--- src/hw/rtl/spc_pkg.sv ---
// Shared constants and types for the super-prime checker.
// No dependencies; imported by super_prime_checker_unit.
package spc_pkg;

	// Data width of the value under test (low bits of the input are used).
	localparam int VALUE_BITS = 16;
	// Fixed field widths of the stream payloads.
	localparam int NUM_W      = 16;
	localparam int INDEX_W    = 13;
	localparam int INDEX_MAX  = 8191;
	localparam int S_DATA_W   = 16;
	localparam int M_DATA_W   = 16;

	// Derived widths.
	localparam int BIT_W = (VALUE_BITS > 1) ? $clog2(VALUE_BITS) : 1;
	localparam int SQ_W  = VALUE_BITS + 2;
	localparam int CMP_W = (VALUE_BITS > INDEX_W) ? VALUE_BITS : INDEX_W;

	typedef enum logic [2:0] {
		ST_IDLE,
		ST_TST_INIT,
		ST_TST_CHK,
		ST_TST_DIV,
		ST_TST_REM,
		ST_TST_END,
		ST_DONE
	} spc_state_t;

	// Which value the shared primality test is working on.
	typedef enum logic [1:0] {
		PH_NUM,
		PH_CNT,
		PH_IDX
	} spc_phase_t;

endpackage

--- src/hw/rtl/super_prime_checker_unit.sv ---
// Run time is data dependent: a prime input runs one trial-division test on the number,
// one per value 2..number and one for its index; a non-prime input runs only the first.
// Throughput: one item at a time; s_tready is high only while idle. The bit-serial
// remainder unit (one quotient bit per cycle) sets the pace. Reset (arst_n, async,
// active low) returns the sequencer to idle and drops m_tvalid.
// Depends on spc_pkg.
module super_prime_checker_unit (
	input  logic                         clk,
	input  logic                         arst_n,
	// slave side: [15:0] number
	input  logic                         s_tvalid,
	output logic                         s_tready,
	input  logic [spc_pkg::S_DATA_W-1:0] s_tdata,
	// master side: [0] is_prime, [13:1] prime_index, [14] is_super_prime, [15] zero
	output logic                         m_tvalid,
	input  logic                         m_tready,
	output logic [spc_pkg::M_DATA_W-1:0] m_tdata
);
	import spc_pkg::*;

	spc_state_t state_q, state_d;
	spc_phase_t phase_q;

	logic [VALUE_BITS-1:0] num_q;   // masked input value
	logic [VALUE_BITS-1:0] tv_q;    // value under test; also the running n while counting
	logic [VALUE_BITS-1:0] cnt_q;   // primes found so far
	logic [VALUE_BITS-1:0] d_q;     // current odd trial divisor
	logic [SQ_W-1:0]       sq_q;    // d_q squared, kept incrementally
	logic [VALUE_BITS-1:0] rem_q;   // partial remainder of tv_q / d_q
	logic [BIT_W-1:0]      bit_q;   // dividend bit being shifted in
	logic                  tres_q;  // outcome of the last test
	logic                  prime_q;
	logic                  super_q;

	logic                  m_tvalid_q;
	logic [M_DATA_W-1:0]   m_tdata_q;

	// Control decode
	logic                  accept;
	logic                  out_load;
	logic                  tv_small;   // below 2: not prime
	logic                  tv_tiny;    // below 4: prime unless tv_small
	logic                  sq_over;    // d*d > v: no divisor left
	logic [VALUE_BITS:0]   rem_shift;
	logic                  rem_ge;
	logic [VALUE_BITS-1:0] cnt_next;
	logic [INDEX_W-1:0]    index_sat;

	assign tv_small  = (tv_q < VALUE_BITS'(2));
	assign tv_tiny   = (tv_q < VALUE_BITS'(4));
	assign sq_over   = (sq_q > SQ_W'(tv_q));
	assign rem_shift = {rem_q, tv_q[bit_q]};
	assign rem_ge    = (rem_shift >= (VALUE_BITS + 1)'(d_q));
	assign cnt_next  = cnt_q + VALUE_BITS'(tres_q);

	// Index saturates at the field maximum.
	assign index_sat = (CMP_W'(cnt_q) > CMP_W'(INDEX_MAX)) ? INDEX_W'(INDEX_MAX)
	                                                         : INDEX_W'(cnt_q);

	// Next state
	always_comb begin
		state_d = state_q;
		unique case (state_q)
			ST_IDLE: begin
				if (s_tvalid) state_d = ST_TST_INIT;
			end
			ST_TST_INIT: begin
				if (tv_small || tv_tiny || !tv_q[0]) state_d = ST_TST_END;
				else state_d = ST_TST_CHK;
			end
			ST_TST_CHK: begin
				if (sq_over) state_d = ST_TST_END;
				else state_d = ST_TST_DIV;
			end
			ST_TST_DIV: begin
				if (bit_q == '0) state_d = ST_TST_REM;
			end
			ST_TST_REM: begin
				if (rem_q == '0) state_d = ST_TST_END;
				else state_d = ST_TST_CHK;
			end
			ST_TST_END: begin
				unique case (phase_q)
					PH_NUM:  state_d = tres_q ? ST_TST_INIT : ST_DONE;
					PH_CNT:  state_d = ST_TST_INIT;
					PH_IDX:  state_d = ST_DONE;
					default: state_d = ST_DONE;
				endcase
			end
			ST_DONE: begin
				if (!m_tvalid_q || m_tready) state_d = ST_IDLE;
			end
			default: state_d = ST_IDLE;
		endcase
	end

	// Handshake strobes
	always_comb begin
		s_tready = (state_q == ST_IDLE);
		accept   = s_tready && s_tvalid;
		out_load = (state_q == ST_DONE) && (!m_tvalid_q || m_tready);
	end

	always_ff @(posedge clk or negedge arst_n) begin
		if (!arst_n) begin
			state_q    <= ST_IDLE;
			m_tvalid_q <= 1'b0;
		end else begin
			state_q <= state_d;
			if (out_load) m_tvalid_q <= 1'b1;
			else if (m_tready) m_tvalid_q <= 1'b0;
		end
	end

	// Datapath: one shared test unit, reused for number, every n, and the index
	always_ff @(posedge clk) begin
		case (state_q)
			ST_IDLE: begin
				if (accept) begin
					num_q   <= VALUE_BITS'(s_tdata[NUM_W-1:0]);
					tv_q    <= VALUE_BITS'(s_tdata[NUM_W-1:0]);
					phase_q <= PH_NUM;
					cnt_q   <= '0;
					prime_q <= 1'b0;
					super_q <= 1'b0;
				end
			end
			ST_TST_INIT: begin
				d_q  <= VALUE_BITS'(3);
				sq_q <= SQ_W'(9);
				if (tv_small) tres_q <= 1'b0;
				else if (tv_tiny) tres_q <= 1'b1;
				else if (!tv_q[0]) tres_q <= 1'b0;
			end
			ST_TST_CHK: begin
				rem_q <= '0;
				bit_q <= BIT_W'(VALUE_BITS - 1);
				if (sq_over) tres_q <= 1'b1;
			end
			ST_TST_DIV: begin
				// restoring remainder step, one dividend bit per cycle
				if (rem_ge) rem_q <= VALUE_BITS'(rem_shift - (VALUE_BITS + 1)'(d_q));
				else rem_q <= VALUE_BITS'(rem_shift);
				bit_q <= bit_q - BIT_W'(1);
			end
			ST_TST_REM: begin
				if (rem_q == '0) begin
					tres_q <= 1'b0;
				end else begin
					// (d+2)^2 = d^2 + 4d + 4
					sq_q <= sq_q + SQ_W'({d_q, 2'b00}) + SQ_W'(4);
					d_q  <= d_q + VALUE_BITS'(2);
				end
			end
			ST_TST_END: begin
				case (phase_q)
					PH_NUM: begin
						prime_q <= tres_q;
						if (tres_q) begin
							phase_q <= PH_CNT;
							tv_q    <= VALUE_BITS'(2);
						end
					end
					PH_CNT: begin
						cnt_q <= cnt_next;
						if (tv_q == num_q) begin
							phase_q <= PH_IDX;
							tv_q    <= cnt_next;
						end else begin
							tv_q <= tv_q + VALUE_BITS'(1);
						end
					end
					PH_IDX: super_q <= tres_q;
					default: super_q <= 1'b0;
				endcase
			end
			default: ;
		endcase
	end

	// Output register
	always_ff @(posedge clk) begin
		if (out_load) begin
			m_tdata_q <= {1'b0, super_q, index_sat, prime_q};
		end
	end

	assign m_tvalid = m_tvalid_q;
	assign m_tdata  = m_tdata_q;

endmodule

--- config.mk ---
export PLATFORM = sky130hd
export DESIGN_NAME = super_prime_checker_unit
export DESIGN_NICKNAME = d
export VERILOG_FILES = /design/src/hw/rtl/spc_pkg.sv /design/src/hw/rtl/super_prime_checker_unit.sv
export SDC_FILE = /design/constraint.sdc
export NUM_CORES = 1
export LEC_CHECK = 0
export BUFFER_PORTS_ARGS = -buffer_cell sky130_fd_sc_hd__buf_2
export CORE_ASPECT_RATIO = 0.6
export CORE_MARGIN = 2
export CORE_UTILIZATION = 35
export CTS_CLUSTER_DIAMETER = 30
export DETAILED_ROUTE_END_ITERATION = 16
export SKIP_CTS_REPAIR_TIMING = 1
export SKIP_LAST_GASP = 1
export SLEW_MARGIN = 20
export SYNTH_ARGS = -nofsm -noshare
export SYNTH_HDL_FRONTEND = slang
export SYNTH_SLANG_ARGS = --single-unit
--- constraint.sdc ---
create_clock -name clk -period 5.6 [get_ports clk]
set_input_delay 0.28 -clock clk [delete_from_list [all_inputs] [get_ports clk]]
set_output_delay 0.28 -clock clk [all_outputs]
set_load 0.02 [all_outputs]
# == Word level (Yosys, flattened, before mapping) ==
# Index checks and enable logic that the tools add are counted.
# classes
eq_ne,23
reduce_logical,26
n_addsub,7
order_cmp,6
n_mux,44
# ops
op,count
16-bit one-hot mux with 2 select lines,5
16-bit two-way mux,7
18-bit one-hot mux with 2 select lines,1
3-bit two-way mux,7
3-bit one-hot mux with 7 select lines,1
18-bit adder,1
"18-bit by 3-bit adder with 18-bit output, second input constant",1
18-bit by 16-bit greater-than comparator with 1-bit output,1
18-bit two-way mux,1
17-bit by 16-bit >= comparator with 1-bit output,1
16-bit by 1-bit adder with 16-bit output,1
"16-bit by 1-bit adder with 16-bit output, second input constant",1
"16-bit by 2-bit adder with 16-bit output, second input constant",1
16-bit equality test,1
"16-bit by 13-bit greater-than comparator with 1-bit output, second input constant",1
16-bit logical NOT,1
"16-bit by 2-bit < comparator with 1-bit output, second input constant",1
"16-bit by 3-bit < comparator with 1-bit output, second input constant",1
"2-bit inequality test, second input constant",8
16-bit subtractor,1
3-bit AND reduction,4
1-bit two-way mux,10
"3-bit equality test, second input constant",3
2-bit one-hot mux with 2 select lines,2
other kinds (28),44
# word_totals
ff_bits,126
input_bits,20
out_inout_bits,18

# == Logic depth before layout (Yosys ltp) ==
# logic_depth
depth_word,5
mapped_depth,15
depth_no_buf,14

# == Least setup slack after synthesis ==
# OpenSTA, ideal clock, no wires.
# synth_timing
path_kind,reg2reg
from,reg tv_q[0]
to,"reg rem_q[14], data pin"
setup_slack_ns,2.431
required_ns,5.334
arrival_ns,2.904
n_path_buf,1
path_stages_with_launch,16
setup_ns,0.266
path_cell_list,edfxtp_1 -> clkbuf_1 -> mux4_2 -> mux2i_1 -> mux2_4 -> inv_1 -> fa_1 -> a21o_1 -> a21o_1 -> a21oi_1 -> o31ai_1 -> nand2_1 -> a311oi_1 -> xor2_1 -> mux2i_1 -> nor2_1
# synth_via
elab_chain_cells,5
word_cells_on_any_way,6
classes_between,add/sub (1); order compare (1); mux (4)
# synth_lines
element,line_no,text
"start, declared",super_prime_checker_unit.sv:25,logic [VALUE_BITS-1:0] tv_q;
"start signal, assigned",super_prime_checker_unit.sv:121,tv_q <= VALUE_BITS'(s_tdata[NUM_W-1:0]);
"start signal, assigned",super_prime_checker_unit.sv:168,tv_q <= cnt_next;
"start signal, assigned",super_prime_checker_unit.sv:170,tv_q <= tv_q + VALUE_BITS'(1);
1-bit binary-select mux with 4-bit select *,super_prime_checker_unit.sv:52,"assign rem_shift = {rem_q, tv_q[bit_q]};"
1-bit two-way mux (implied by the code) *,super_prime_checker_unit.sv:52,
16-bit subtractor / 17-bit by 16-bit >= comparator with 1-bit output (equally long branches),"super_prime_checker_unit.sv:142, super_prime_checker_unit.sv:53",
16-bit two-way mux *,super_prime_checker_unit.sv:142,if (rem_ge) rem_q <= VALUE_BITS'(rem_shift - (VALUE_BITS + 1)'(d_q));
16-bit one-hot mux with 2 select lines *,super_prime_checker_unit.sv:117,case (state_q)
"end signal, assigned",super_prime_checker_unit.sv:142,
"end signal, assigned",super_prime_checker_unit.sv:143,else rem_q <= VALUE_BITS'(rem_shift);
"end, declared",super_prime_checker_unit.sv:29,logic [VALUE_BITS-1:0] rem_q;
# Mark *: on every way between the ends. The rest lies on a longest branch, timed or not. The select of a mux whose other input is x is not followed.
# A chain may end at the register's enable or synchronous reset.

# == Worst setup path in the final report ==
# Same ends and word-level chain as after synthesis.

==> impl_summary.md <==
Synth
After synthesis, the share of flip-flops with an asynchronous set or reset is ~3.3%. The distinct cell type count after synthesis is between 50 and 60. The count of warnings emitted by yosys is 0. The predominant post-synthesis flop cell is sky130_fd_sc_hd__edfxtp_1. The net count after synthesis is between 800 and 900. The cell area after technology mapping is 7880 sq um. The post-synthesis average cell area is 10.4 sq um. In this run, synthesis produced a sequential element count of around 120. The fraction of the yosys area taken by sequential cells is 46.3%. Yosys mapped a number of flops with a built-in enable equal to 118. The gate count of the mapped netlist is 755.

Setup path
The worst setup path is launched from a flip-flop. The maximum fanout count along the critical path is 11. The worst setup path is of the reg -> reg kind. For the worst setup path, the data arrival time is 3750 ps.

STA classifies the critical path endpoint as a flip-flop. The required arrival time at the worst endpoint is approximately 5800 ps.

STA
The routed design could run at a clock period as short as 3600 ps. Setup total negative slack on the finished layout was measured at 0 ps. Setup slack closes at around 2000 ps. Setup repair after global routing left no endpoint under its margin. Setup violations remaining at the end of the flow were counted as 0. Measured against its own limit, the worst slew margin works out to 29.8%. The worst-case clock skew is 12.5 ps.

Timing would allow up to 277 MHz. The final count of pins violating max slew came to 0. The measured slew at the worst slew-check pin is between 1000 and 1500 ps. The final critical path takes up 64.4% of the cycle. The number of endpoints with negative hold slack in the final report is 0.

Die
The floorplan step set the die width to 198 um. The number of primary I/O pins is 38. The floorplan has 42 rows. The core box area is 22100 sq um.

The initial utilization of the core area, before any placement, comes to 35.7%. From bottom edge to top edge, the die measures ~120 um. The die covers between 20000 and 25000 sq um.

Global routing
For met3 alone, demand over resource in global routing was 4.80%. Across every metal layer, demand over resource in global routing totals 17.1%. The number of antenna violations at the first check in global routing came to 0. The first global-routing pass estimated around 31000 um of wire. The pin count of the biggest net entering global routing is 35. The global-route track usage on met1 is 29.6%. The via count of the first global-routing pass came to 5365. The total congestion overflow is 0. met1 is the most crowded layer. For met2 alone, demand over resource in global routing was between 10% and 20%.

Route
After the first detailed-routing iteration, the DRC count stood at 441. For this run, the detailed router's first-pass iteration total came to 5. The detail route stage leaves a number of antenna-violating nets equal to 0. For this block, the routed nets add up to roughly 19000 um of wire. The routed length per placed instance is 17.9 um. The DRC violation count after routing is 0. Using the TritonRoute via totals, the vias-per-cell ratio works out to 5.25. The detailed router placed between 5000 and 6000 vias in this run.

CTS
The CTS H-tree depth is 4. The number of CTS-inserted buffers is 17. The maximum number of buffers from clock root to sink is 2. The clock reaches the later pin of the worst-skew pair after about 420 ps.

The TritonCTS clock tree is built. The number of sinks on the clock net is roughly 120. The clock slew at the register clock pins of the worst setup and hold paths is about 60 ps.

The tree is rooted in a sky130_fd_sc_hd__clkbuf_16.

Final layout
The share of cells above drive strength 1 is 10.6%. The top cell types in the final layout, fill and taps aside, are sky130_fd_sc_hd__edfxtp_1 (118), sky130_fd_sc_hd__nor2_1 (79), sky130_fd_sc_hd__ha_1 (62), sky130_fd_sc_hd__nand2_1 (59), sky130_fd_sc_hd__inv_1 (48). The most common library cell in the layout ignoring fill and taps is sky130_fd_sc_hd__edfxtp_1. 0 antenna diodes ended up in the layout. From synthesis to final layout, the design area changed by 13.9%. Cells fill 40.6% of the core in the end. The layout net count is a little under 900.

Placed design
The global placement routability congestion is a little under 1. Buffers placed on the I/O ports in this run total 36. Detailed placement ended at an HPWL of around 14000 um. Before CTS, the worst setup slack after placement is between 2000 and 2500 ps.

Power
The worst IR drop on VDD is roughly 0.00022 V. The standby leakage power is 3.54 nW. For this design the ratio of total power to cell area is 639 nW/um^2.

Worst hold path
The path class of the tightest hold or removal check is in -> reg.

Job
Max-cap violations in this run came to 0.

Outcome
The run finished with clean final reports.
[sequential cells by signal, summed over array words and instances, names as in the netlist]
name and cells:
phase_q 2, d_q 15, tres_q 1, cnt_q 16, num_q 16, m_tvalid 1, rem_q 16, bit_q 4
super_q 1, m_tdata 15, tv_q 16, prime_q 1, sq_q 15, state_q 3
[cells in the mapped netlist (3+ instances only)]
cell type	n	area, sq um
sky130_fd_sc_hd__nor3_1	15	75.1
sky130_fd_sc_hd__nand3_1	19	95.1
sky130_fd_sc_hd__clkbuf_1	23	86.3
sky130_fd_sc_hd__o21bai_1	7	52.6
sky130_fd_sc_hd__a22o_1	15	131
sky130_fd_sc_hd__xnor2_1	46	403
sky130_fd_sc_hd__mux4_2	4	90.1
sky130_fd_sc_hd__ha_1	62	776
sky130_fd_sc_hd__o21ai_0	26	130
sky130_fd_sc_hd__nor3b_1	3	22.5
sky130_fd_sc_hd__nand2_1	59	221
sky130_fd_sc_hd__dfrtp_1	4	100
sky130_fd_sc_hd__buf_2	3	15.0
sky130_fd_sc_hd__xor2_1	37	324
sky130_fd_sc_hd__or3_1	5	31.3
sky130_fd_sc_hd__nor4_1	18	113
sky130_fd_sc_hd__a21oi_1	34	170
sky130_fd_sc_hd__o31ai_1	3	22.5
sky130_fd_sc_hd__edfxtp_1	118	3540
sky130_fd_sc_hd__a31oi_1	5	31.3
sky130_fd_sc_hd__nor2_1	79	297
sky130_fd_sc_hd__nand2b_1	18	113
sky130_fd_sc_hd__a21boi_0	3	22.5
sky130_fd_sc_hd__mux2i_1	18	180
sky130_fd_sc_hd__o21a_1	3	22.5
sky130_fd_sc_hd__and2_1	7	43.8
sky130_fd_sc_hd__inv_1	48	180
sky130_fd_sc_hd__nor2b_1	7	43.8
sky130_fd_sc_hd__nand4_1	11	68.8
sky130_fd_sc_hd__a21o_1	17	128
sky130_fd_sc_hd__and3_1	11	68.8
[layout make-up]
class                   count  area (sq um)
inverters                  48           180
multi-input cells         556          3930
flip-flops and latches    122          3640
clock buffers              18           429
clock inverters            12           175
well taps                 286           358
fillers                  2137         13100
repair buffers             45           250
[metal layers]
layer / part of all wire, % / vias to the layer above / routed length [um]
met5: 0 / - / 0
met4: 0.53 / 0 / 103
met3: 8.2 / 7 / 1580
met2: 35 / 202 / 6740
met1: 57 / 2718 / 11000
li1: - / 2783 / -
[power breakdown]
part	total, mW	switching [mW]	internal [mW]
Clock	1.16	0.423	0.738
Combinational	2.80	1.63	1.17
Sequential	1.76	0.325	1.44
Total	5.73	2.37	3.35
[path summary, 6_finish.rpt]
kind                              endpoint  slack, ps        from  depth (start not counted)
worst max-delay path             rem_q[14]       2000     tv_q[0]                         14
worst min-delay path              num_q[6]         60  s_tdata[6]                          1
worst max register to register   rem_q[14]       2000     tv_q[0]                         14
worst min register to register  m_tdata[0]        420     prime_q                          0
max in group asynchronous       state_q[1]       5280      arst_n                          2
min in group asynchronous         m_tvalid        200      arst_n                          2
[metrics by stage]
step / cell area (sq um) / cells / hold WS (ps) / total power, mW
floorplan: 7880 / 755 / -15.6 / 3.85
global placement: 8350 / 1056 / 91.2 / 4.49
detailed placement: 8350 / 1056 / 94.5 / 4.52
CTS: 8960 / 1086 / -344 / 5.70
global route: 8970 / 1087 / 52.7 / 6.16
finish: 8970 / 1087 / 58.8 / 5.73
[kinds of logic after synthesis]
| logic type | synth area share (%) |
|---|---|
| compound gates | 11.0 |
| xor+xnor | 9.23 |
| fa+ha+maj | 10.4 |
| buf+inv | 3.91 |
| flops | 46.3 |
| mux | 3.62 |
| other cells | 0.0476 |
| simple gates | 15.6 |
[worst max-delay path, stage by stage (launching register included)]
cell and delay, ps:
sky130_fd_sc_hd__edfxtp_1 580, sky130_fd_sc_hd__mux4_2 540, sky130_fd_sc_hd__mux2i_1 140, sky130_fd_sc_hd__mux2_4 200, sky130_fd_sc_hd__inv_1 80, sky130_fd_sc_hd__fa_1 400
sky130_fd_sc_hd__a21o_1 170, sky130_fd_sc_hd__a21o_1 210, sky130_fd_sc_hd__a21oi_1 250, sky130_fd_sc_hd__o31ai_1 160, sky130_fd_sc_hd__nand2_1 140, sky130_fd_sc_hd__a311oi_1 120
sky130_fd_sc_hd__xor2_1 160, sky130_fd_sc_hd__mux2i_1 140, sky130_fd_sc_hd__nor2_1 50
Note: power is estimated with default switching activity, not from simulation.
